--- config.mk ---
export PLATFORM = sky130hd
export DESIGN_NAME = svg_ctrl
export DESIGN_NICKNAME = d
export VERILOG_FILES = /design/src/rtl/svg_pkg.sv /design/src/rtl/svg_ctrl.sv
export SDC_FILE = /design/constraint.sdc
export NUM_CORES = 1
export LEC_CHECK = 0
export BUFFER_PORTS_ARGS = -buffer_cell sky130_fd_sc_hd__buf_4
export CAP_MARGIN = 20
export CORE_UTILIZATION = 48
export CTS_CLUSTER_SIZE = 10
export DETAILED_ROUTE_END_ITERATION = 12
export GPL_ROUTABILITY_DRIVEN = 1
export PLACE_DENSITY_LB_ADDON = 0.15
export SYNTH_ARGS = -nofsm -noshare
export SYNTH_HDL_FRONTEND = slang
export SYNTH_SLANG_ARGS = --single-unit
--- constraint.sdc ---
create_clock -name aclk -period 2 [get_ports aclk]
set_input_delay 0.4 -clock aclk [delete_from_list [all_inputs] [get_ports aclk]]
set_output_delay 0.4 -clock aclk [all_outputs]
set_load 0.02 [all_outputs]
--- src/rtl/svg_pkg.sv ---
// shared constants, payload types and controller/datapath interface types
package svg_pkg;

    // block geometry
    localparam int EDGE_BITS          = 2;
    localparam int MAX_SUPER_PER_AXIS = 16;
    localparam int MIDDLE_BLOCKS      = 256;
    localparam int DATA_BLOCKS        = 512;

    // fixed field widths
    localparam int COORD_W    = 8;
    localparam int VALUE_W    = 32;
    localparam int STATUS_W   = 2;
    localparam int MUSED_W    = 9;
    localparam int DUSED_W    = 10;
    localparam int CFG_IDX_W  = 2;
    localparam int CFG_DATA_W = 32;
    localparam int SB_CFG_W   = 5;

    // derived sizes
    localparam int SC_W        = COORD_W - 2 * EDGE_BITS;
    localparam int CUBE_BITS   = 3 * EDGE_BITS;
    localparam int TOP_DEPTH   = MAX_SUPER_PER_AXIS * MAX_SUPER_PER_AXIS * MAX_SUPER_PER_AXIS;
    localparam int TOP_AW      = $clog2(TOP_DEPTH);
    localparam int SB_W        = $clog2(MAX_SUPER_PER_AXIS + 1);
    localparam int MB_W        = $clog2(MIDDLE_BLOCKS);
    localparam int MCNT_W      = $clog2(MIDDLE_BLOCKS + 1);
    localparam int DB_W        = $clog2(DATA_BLOCKS);
    localparam int DCNT_W      = $clog2(DATA_BLOCKS + 1);
    localparam int MID_DEPTH   = MIDDLE_BLOCKS << CUBE_BITS;
    localparam int VOX_DEPTH   = DATA_BLOCKS << CUBE_BITS;
    localparam int TOP_ENTRY_W = MB_W + 1;
    localparam int MID_ENTRY_W = DB_W + 1;
    localparam int SWEEP_W     = (TOP_AW > CUBE_BITS) ? TOP_AW : CUBE_BITS;

    // register indexes
    localparam logic [CFG_IDX_W-1:0] REG_DEFAULT_VALUE  = 2'd0;
    localparam logic [CFG_IDX_W-1:0] REG_SUPER_BLOCKS_X = 2'd1;
    localparam logic [CFG_IDX_W-1:0] REG_SUPER_BLOCKS_Y = 2'd2;
    localparam logic [CFG_IDX_W-1:0] REG_SUPER_BLOCKS_Z = 2'd3;

    // result status codes
    localparam logic [STATUS_W-1:0] STAT_OK      = 2'd0;
    localparam logic [STATUS_W-1:0] STAT_IGNORED = 2'd1;
    localparam logic [STATUS_W-1:0] STAT_RANGE   = 2'd2;
    localparam logic [STATUS_W-1:0] STAT_FULL    = 2'd3;

    typedef struct packed {
        logic               req_type;
        logic [COORD_W-1:0] coord_x;
        logic [COORD_W-1:0] coord_y;
        logic [COORD_W-1:0] coord_z;
        logic [VALUE_W-1:0] write_value;
    } req_t;

    typedef struct packed {
        logic [VALUE_W-1:0]  read_value;
        logic [STATUS_W-1:0] status;
        logic [MUSED_W-1:0]  middle_blocks_used;
        logic [DUSED_W-1:0]  data_blocks_used;
    } rsp_t;

    // configuration as seen by the datapath (counts already clamped)
    typedef struct packed {
        logic [VALUE_W-1:0] default_value;
        logic [SB_W-1:0]    nnx;
        logic [SB_W-1:0]    nny;
        logic [SB_W-1:0]    nnz;
    } cfg_t;

    typedef struct packed {
        logic                load_item;
        logic                latch_t1;
        logic                top_rd;
        logic                top_clr;
        logic                alloc_mid;
        logic                take_top;
        logic                mid_rd_top;
        logic                mid_fill;
        logic                alloc_data;
        logic                take_mid;
        logic                vox_rd_mid;
        logic                vox_fill;
        logic                vox_store;
        logic                sweep_clr;
        logic                sweep_inc;
        logic                res_load;
        logic                res_vox;
        logic [STATUS_W-1:0] res_status;
    } cmd_t;

    typedef struct packed {
        logic out_of_range;
        logic is_write;
        logic eq_default;
        logic top_hit;
        logic mid_hit;
        logic mid_full;
        logic data_full;
        logic clr_last;
        logic fill_last;
        logic out_full;
    } stat_t;

endpackage

--- src/rtl/svg_ctrl.sv ---
// controller: sequences table walks, allocation sweeps and result hand-off
module svg_ctrl import svg_pkg::*; (
    input  logic  aclk,
    input  logic  aresetn,
    input  logic  s_valid,
    output logic  s_ready,
    input  stat_t stat,
    output cmd_t  cmd
);

    localparam logic [3:0] ST_CLEAR   = 4'd0;
    localparam logic [3:0] ST_IDLE    = 4'd1;
    localparam logic [3:0] ST_DEC     = 4'd2;
    localparam logic [3:0] ST_TOPRD   = 4'd3;
    localparam logic [3:0] ST_TOP     = 4'd4;
    localparam logic [3:0] ST_MID     = 4'd5;
    localparam logic [3:0] ST_FILLMID = 4'd6;
    localparam logic [3:0] ST_LINK    = 4'd7;
    localparam logic [3:0] ST_FILLVOX = 4'd8;
    localparam logic [3:0] ST_STORE   = 4'd9;
    localparam logic [3:0] ST_VOX     = 4'd10;
    localparam logic [3:0] ST_RES     = 4'd11;

    logic [3:0]          state_reg, state_next;
    logic [STATUS_W-1:0] res_st_reg, res_st_next;
    logic                res_vox_reg, res_vox_next;

    assign s_ready = state_reg == ST_IDLE;

    always_comb begin
        cmd          = '0;
        state_next   = state_reg;
        res_st_next  = res_st_reg;
        res_vox_next = res_vox_reg;
        case (state_reg)
            ST_CLEAR: begin
                cmd.top_clr   = 1'b1;
                cmd.sweep_inc = 1'b1;
                if (stat.clr_last) begin
                    cmd.sweep_clr = 1'b1;
                    state_next    = ST_IDLE;
                end
            end
            ST_IDLE: begin
                if (s_valid) begin
                    cmd.load_item = 1'b1;
                    state_next    = ST_DEC;
                end
            end
            ST_DEC: begin
                cmd.latch_t1 = 1'b1;
                res_vox_next = 1'b0;
                if (stat.out_of_range) begin
                    res_st_next = STAT_RANGE;
                    state_next  = ST_RES;
                end else if (stat.is_write && stat.eq_default) begin
                    res_st_next = STAT_IGNORED;
                    state_next  = ST_RES;
                end else begin
                    state_next = ST_TOPRD;
                end
            end
            ST_TOPRD: begin
                cmd.top_rd = 1'b1;
                state_next = ST_TOP;
            end
            ST_TOP: begin
                if (stat.top_hit) begin
                    cmd.take_top   = 1'b1;
                    cmd.mid_rd_top = 1'b1;
                    state_next     = ST_MID;
                end else if (!stat.is_write) begin
                    res_st_next = STAT_OK;
                    state_next  = ST_RES;
                end else if (stat.mid_full || stat.data_full) begin
                    res_st_next = STAT_FULL;
                    state_next  = ST_RES;
                end else begin
                    cmd.alloc_mid = 1'b1;
                    cmd.sweep_clr = 1'b1;
                    state_next    = ST_FILLMID;
                end
            end
            ST_MID: begin
                if (stat.mid_hit) begin
                    cmd.take_mid = 1'b1;
                    if (stat.is_write) begin
                        state_next = ST_STORE;
                    end else begin
                        cmd.vox_rd_mid = 1'b1;
                        state_next     = ST_VOX;
                    end
                end else if (!stat.is_write) begin
                    res_st_next = STAT_OK;
                    state_next  = ST_RES;
                end else if (stat.data_full) begin
                    res_st_next = STAT_FULL;
                    state_next  = ST_RES;
                end else begin
                    state_next = ST_LINK;
                end
            end
            ST_FILLMID: begin
                cmd.mid_fill  = 1'b1;
                cmd.sweep_inc = 1'b1;
                if (stat.fill_last) begin
                    state_next = ST_LINK;
                end
            end
            ST_LINK: begin
                cmd.alloc_data = 1'b1;
                cmd.sweep_clr  = 1'b1;
                state_next     = ST_FILLVOX;
            end
            ST_FILLVOX: begin
                cmd.vox_fill  = 1'b1;
                cmd.sweep_inc = 1'b1;
                if (stat.fill_last) begin
                    state_next = ST_STORE;
                end
            end
            ST_STORE: begin
                cmd.vox_store = 1'b1;
                res_st_next   = STAT_OK;
                res_vox_next  = 1'b0;
                state_next    = ST_RES;
            end
            ST_VOX: begin
                res_st_next  = STAT_OK;
                res_vox_next = 1'b1;
                state_next   = ST_RES;
            end
            ST_RES: begin
                cmd.res_status = res_st_reg;
                cmd.res_vox    = res_vox_reg;
                if (!stat.out_full) begin
                    cmd.res_load = 1'b1;
                    state_next   = ST_IDLE;
                end
            end
            default: begin
                state_next = ST_IDLE;
            end
        endcase
    end

    always_ff @(posedge aclk) begin
        if (!aresetn) begin
            state_reg <= ST_CLEAR;
        end else begin
            state_reg <= state_next;
        end
    end

    always_ff @(posedge aclk) begin
        res_st_reg  <= res_st_next;
        res_vox_reg <= res_vox_next;
    end

endmodule

## Yosys cells after proc, flatten, opt, wreduce, memory -nomap -nowiden

Index checks and enable logic that the tools add are counted.

- Eq/ne operators: 21
- Reduce and logical (&&, ||, !) cells: 10
- Multiplexer cells: 47

Operator list:

| cell | count |
|---|---|
| two-way mux 4 bit | 14 |
| case mux 4 bit (11 select lines) | 1 |
| two-way mux 2 bit | 12 |
| == test 4 x 3 -> 1 bit, second input constant | 4 |
| == test 4 bit, second input constant | 4 |
| two-way mux 1 bit | 16 |
| inequality test 2 bit, second input constant | 7 |
| inequality test 3 bit, second input constant | 3 |
| == test 4 x 2 -> 1 bit, second input constant | 2 |
| case mux 2 bit (4 select lines) | 1 |
| AND reduction 6 bit | 1 |
| AND reduction 5 bit | 1 |
| == test 4 x 1 -> 1 bit, second input constant | 1 |
| logical NOT 4 bit | 1 |
| nonzero test 4 bit | 1 |
| OR reduction 2 bit | 2 |
| two-way mux 3 bit | 1 |
| case mux 1 bit (3 select lines) | 1 |
| OR reduction 3 bit | 1 |
| case mux 1 bit (2 select lines) | 1 |
| nonzero test 2 bit | 1 |
| logical AND 1 bit | 1 |
| logical OR 1 bit | 1 |

- Output and inout bits: 20
- Register bits: 7
- Input bits: 13

## Logic depth before layout (Yosys ltp)

- Word-level depth: 5
- Mapped depth: 7
- Depth with buffers taken out: 4

## Worst setup path after synthesis

No wires, ideal clock.

- Path kind: flip-flop to output port
- Start: register state_reg[3]
- End: output cmd[13] in the netlist's numbering
- Slack: -334 ps
- Data required time: 1600 ps
- Buffers on the path: 4
- Stages on the path, launching flop included: 6
- Data arrival time: 1934 ps
- Cell sequence: dfxtp_1 buf_2 buf_6 clkbuf_1 nor4b_1 buf_4

RTL lines:

| element | line | RTL |
|---|---|---|
| start, declared | svg_ctrl.sv:24 | `logic [3:0] state_reg, state_next;` |
| start signal, assigned | svg_ctrl.sv:151 | `state_reg <= state_next;` |
| end, declared | svg_ctrl.sv:8 | `output cmd_t cmd` |

==> impl_results.md <==
- IO Count: 33
- Fin crit period: between 1.5 and 2 ns
- Vias per cell: about 5.8
- Syn Nets: roughly 140
- Most used cell, CP: buf_4
- Hold depth: 2
- Cell taking the most area after synthesis: edfxtp_1
- Drt first pass iters: 4
- Row cnt: 14
- Syn Std Cell Area: 861 um2
- Largest cells by area after synthesis: edfxtp_1 10%, dfxtp_1 9.3%, nor2_1 7.4%, nor3_1 5.8%, nand2b_1 5.1%
- Delay-heaviest family, CP: simple AND/OR/NAND/NOR gates
- Share of power burned in registers: 0.191
- Crit Path Class: input pin to output pin
- Crit share post-route: 0.959
- Antenna violations before repair: 0
- Nets: 166
- Commonest cells post-synth: 17 x nor2_1, 10 x nor3_1, 8 x nand2_1
- Number of global-route vias before repair: slightly above 800
- Mux cell area share after synthesis: 0.0116
- R2R Setup Slk: 0.33 ns
- Post-Synth Adder-Cell Area: 0
- Final cell utilization of the core: 0.719
- Buf/Inv on CP: 2
- Final Hold Fails: 0
- Clock Skews: 0.00311 ns
- DRT iter0 DRCs: 57
- Largest fanout on the critical path: 3
- Synth warn: 0
- CP cell instances: buf_4, or4b_4, o21ai_1, a2bb2oi_1, nor2_1, buf_4
- Internal power: about 0.73 mW
- Post-route design area: around 0.0011 mm2
- Die Span Y: about 44 um
- CTS Buffer Depth: 2
- Latest clock arrival within the worst-skew pair: 0.26 ns
- Reg2reg end: state_reg[0]
- Avg Cell Area, Syn: around 7 um2
- WP data arrival: 1.52 ns
- Placed inst area: 0.00111 mm2
- Pwr dens: about 1300 mW/mm2
- Mapped Cells: 122
- Max Cap Viol: 0
- Max reg flops: 4
- Comb power frac: 0.719
- Switching Share: 0.503
- Pins Over Slew Limit: 0
- Main combinational cell family by area after synthesis: simple AND/OR/NAND/NOR gates
- Clock-pin transition on the worst setup and hold timing paths: about 0.05 ns
- Worst Hold End: state_reg[3]
- Seq/Total Area, Yosys: 0.198
- Routed Antenna Nets: 0
- Post-synthesis compound-gate area fraction: 0.292
- Post-synthesis xor/xnor area fraction: 0.0102
- Max Fclk: ~520 MHz
- Post-synth EDFFs: 3
- Vias: just over 1000
- Drc violations: 0
- Post-DP HPWL: 1690 um
- Leakage: between 0.4 and 0.5 nW
- CP endpoint kind: output pin
- RSZ-0062 raised after global routing: false
- Status: finished clean
- CORE AREA: 0.00159 mm2
- Sink Count: 7
- Antenna fix cells: 0
- Area growth, synth to finish: 33.1%
- Gr usage total: 0.252
- Wire per inst: 13.6 um
- Worst Hold Launch: aresetn
- Cts hold-fix bufs: 0
- Die width: 44.4 um
- # fillers: 149
- Critical Path Start Type: input pin
- Top cell type's share of synthesized area: 0.105
- Max-slew headroom: 0.709
- Grt ovf: 0
- Total Wirelength: ~2400 um
- Switching pwr: between 0.7 and 0.8 mW
- IO Port Bufs: 32
- FF-to-FF path depth: 5
- Htree depth: 1
- Main flop type after synthesis: dfxtp_1
- Distinct cell type count after synthesis: 39
- Share of cells above drive strength 1: 0.322
- Synth Area in Simple Gates: 0.365
- Finish-stage setup viols: 0
- Root buffer cell: clkbuf_4
- Final GP Congestion: 0.852
- Actual slew at the worst max-slew pin: 0.435 ns
- Die area: 0.00197 mm2
- Yosys reg bits: 7
- Largest net degree at the start of global routing: 24
- Clock share of power: 0.090
- Critical path's largest stage delay: roughly 0.55 ns
- Max VDD drop: between 0.001 and 0.0015 V
- Asr flop ratio synth: 0
- CP required: about 1.6 ns
- CTS tree: built
- Starting density of the core: 0.540
- Worst path slowest cell: or4b_4
- Total CTS buffers: 3
- FF-to-FF Start: state_reg[1]
- Hold WC Path Type: input pin to flip-flop
- First-pass GRT wire length: roughly 3700 um
- Cell with the most instances after synthesis: nor2_1
==> per-stage QoR <==
stage | cells | setup TNS [ns] | hold WS [ns] | worst slack (ns) | power [mW]
after floorplan | 122 | -0.0133 | 0.528 | -0.00971 | 1.02
after global placement | 172 | 0 | 0.661 | 0.0781 | 1.29
after detailed placement | 172 | 0 | 0.659 | 0.0593 | 1.30
after CTS | 176 | 0 | 0.399 | 0.0367 | 1.45
after global routing | 176 | 0 | 0.399 | 0.0165 | 1.57
final | 176 | 0 | 0.397 | 0.0821 | 1.48
==> how the worst max path moves through the flow <==
stage                      start  endpoint  slack (ns)  cells after the start
floorplan                stat[8]   cmd[14]       -0.01                      3
global placement         stat[6]    cmd[5]        0.08                      6
detailed placement       stat[6]    cmd[5]        0.06                      6
CTS                 state_reg[1]    cmd[2]        0.04                      4
global route             stat[6]    cmd[5]        0.02                      6
finish                   stat[6]    cmd[5]        0.08                      6
==> worst reg2reg max path, cell delays in order (launching register included) <==
cell,delay [ns]
dfxtp_2,0.38
buf_4,0.21
nor4bb_1,0.14
o31ai_1,0.30
o31ai_1,0.16
o311a_1,0.37
==> layout make-up <==
type	instances	area, um2	share of cell area
Tap cell	24	30.0	0.0262
Inverter	5	18.8	0.0164
Timing Repair Buffer	40	300	0.262
Sequential cell	7	171	0.150
Multi-Input combinational cell	96	599	0.523
Clock buffer	4	26.3	0.0229
==> what timing repair did <==
item                                    4_1_cts  5_1_grt
gates resized for setup                       1        3
buffers inserted                              0        0
cloned                                        0        0
endpoints found under the setup margin        2        7
==> placed cells by master, fill, tap and decap left out, types with 4 or more instances in the layout <==
master    netlist  layout
nor2_1         17      17
inv_1           5       5
buf_4           1      40
nand2_1         8       8
nor3_1         10      10
and2_1          4       4
a21oi_1         5       5
nand2b_1        7       6
==> routing by layer <==
metal  vias to the layer above  track usage  share of wire
met5                         -            0              0
met4                         0       0.0545          0.010
met3                         6       0.0367          0.072
met2                        50        0.394           0.45
met1                       455        0.368           0.47
li1                        506            -              -
==> power by group through the flow <==
stage	Combinational, mW	Clock [mW]	Sequential [mW]
2_1_floorplan	0.783	0	0.238
3_3_place_gp	1.01	0	0.278
3_5_place_dp	1.02	0	0.282
4_1_cts	1.04	0.132	0.280
5_1_grt	1.15	0.140	0.290
6_report	1.06	0.133	0.282
==> cell families after synthesis <==
family	after synthesis
xor+xnor	1
buf+inv	19
compound gates	35
mux	1
flops	7
simple gates	59
Note: power is estimated with default switching activity, not from simulation.
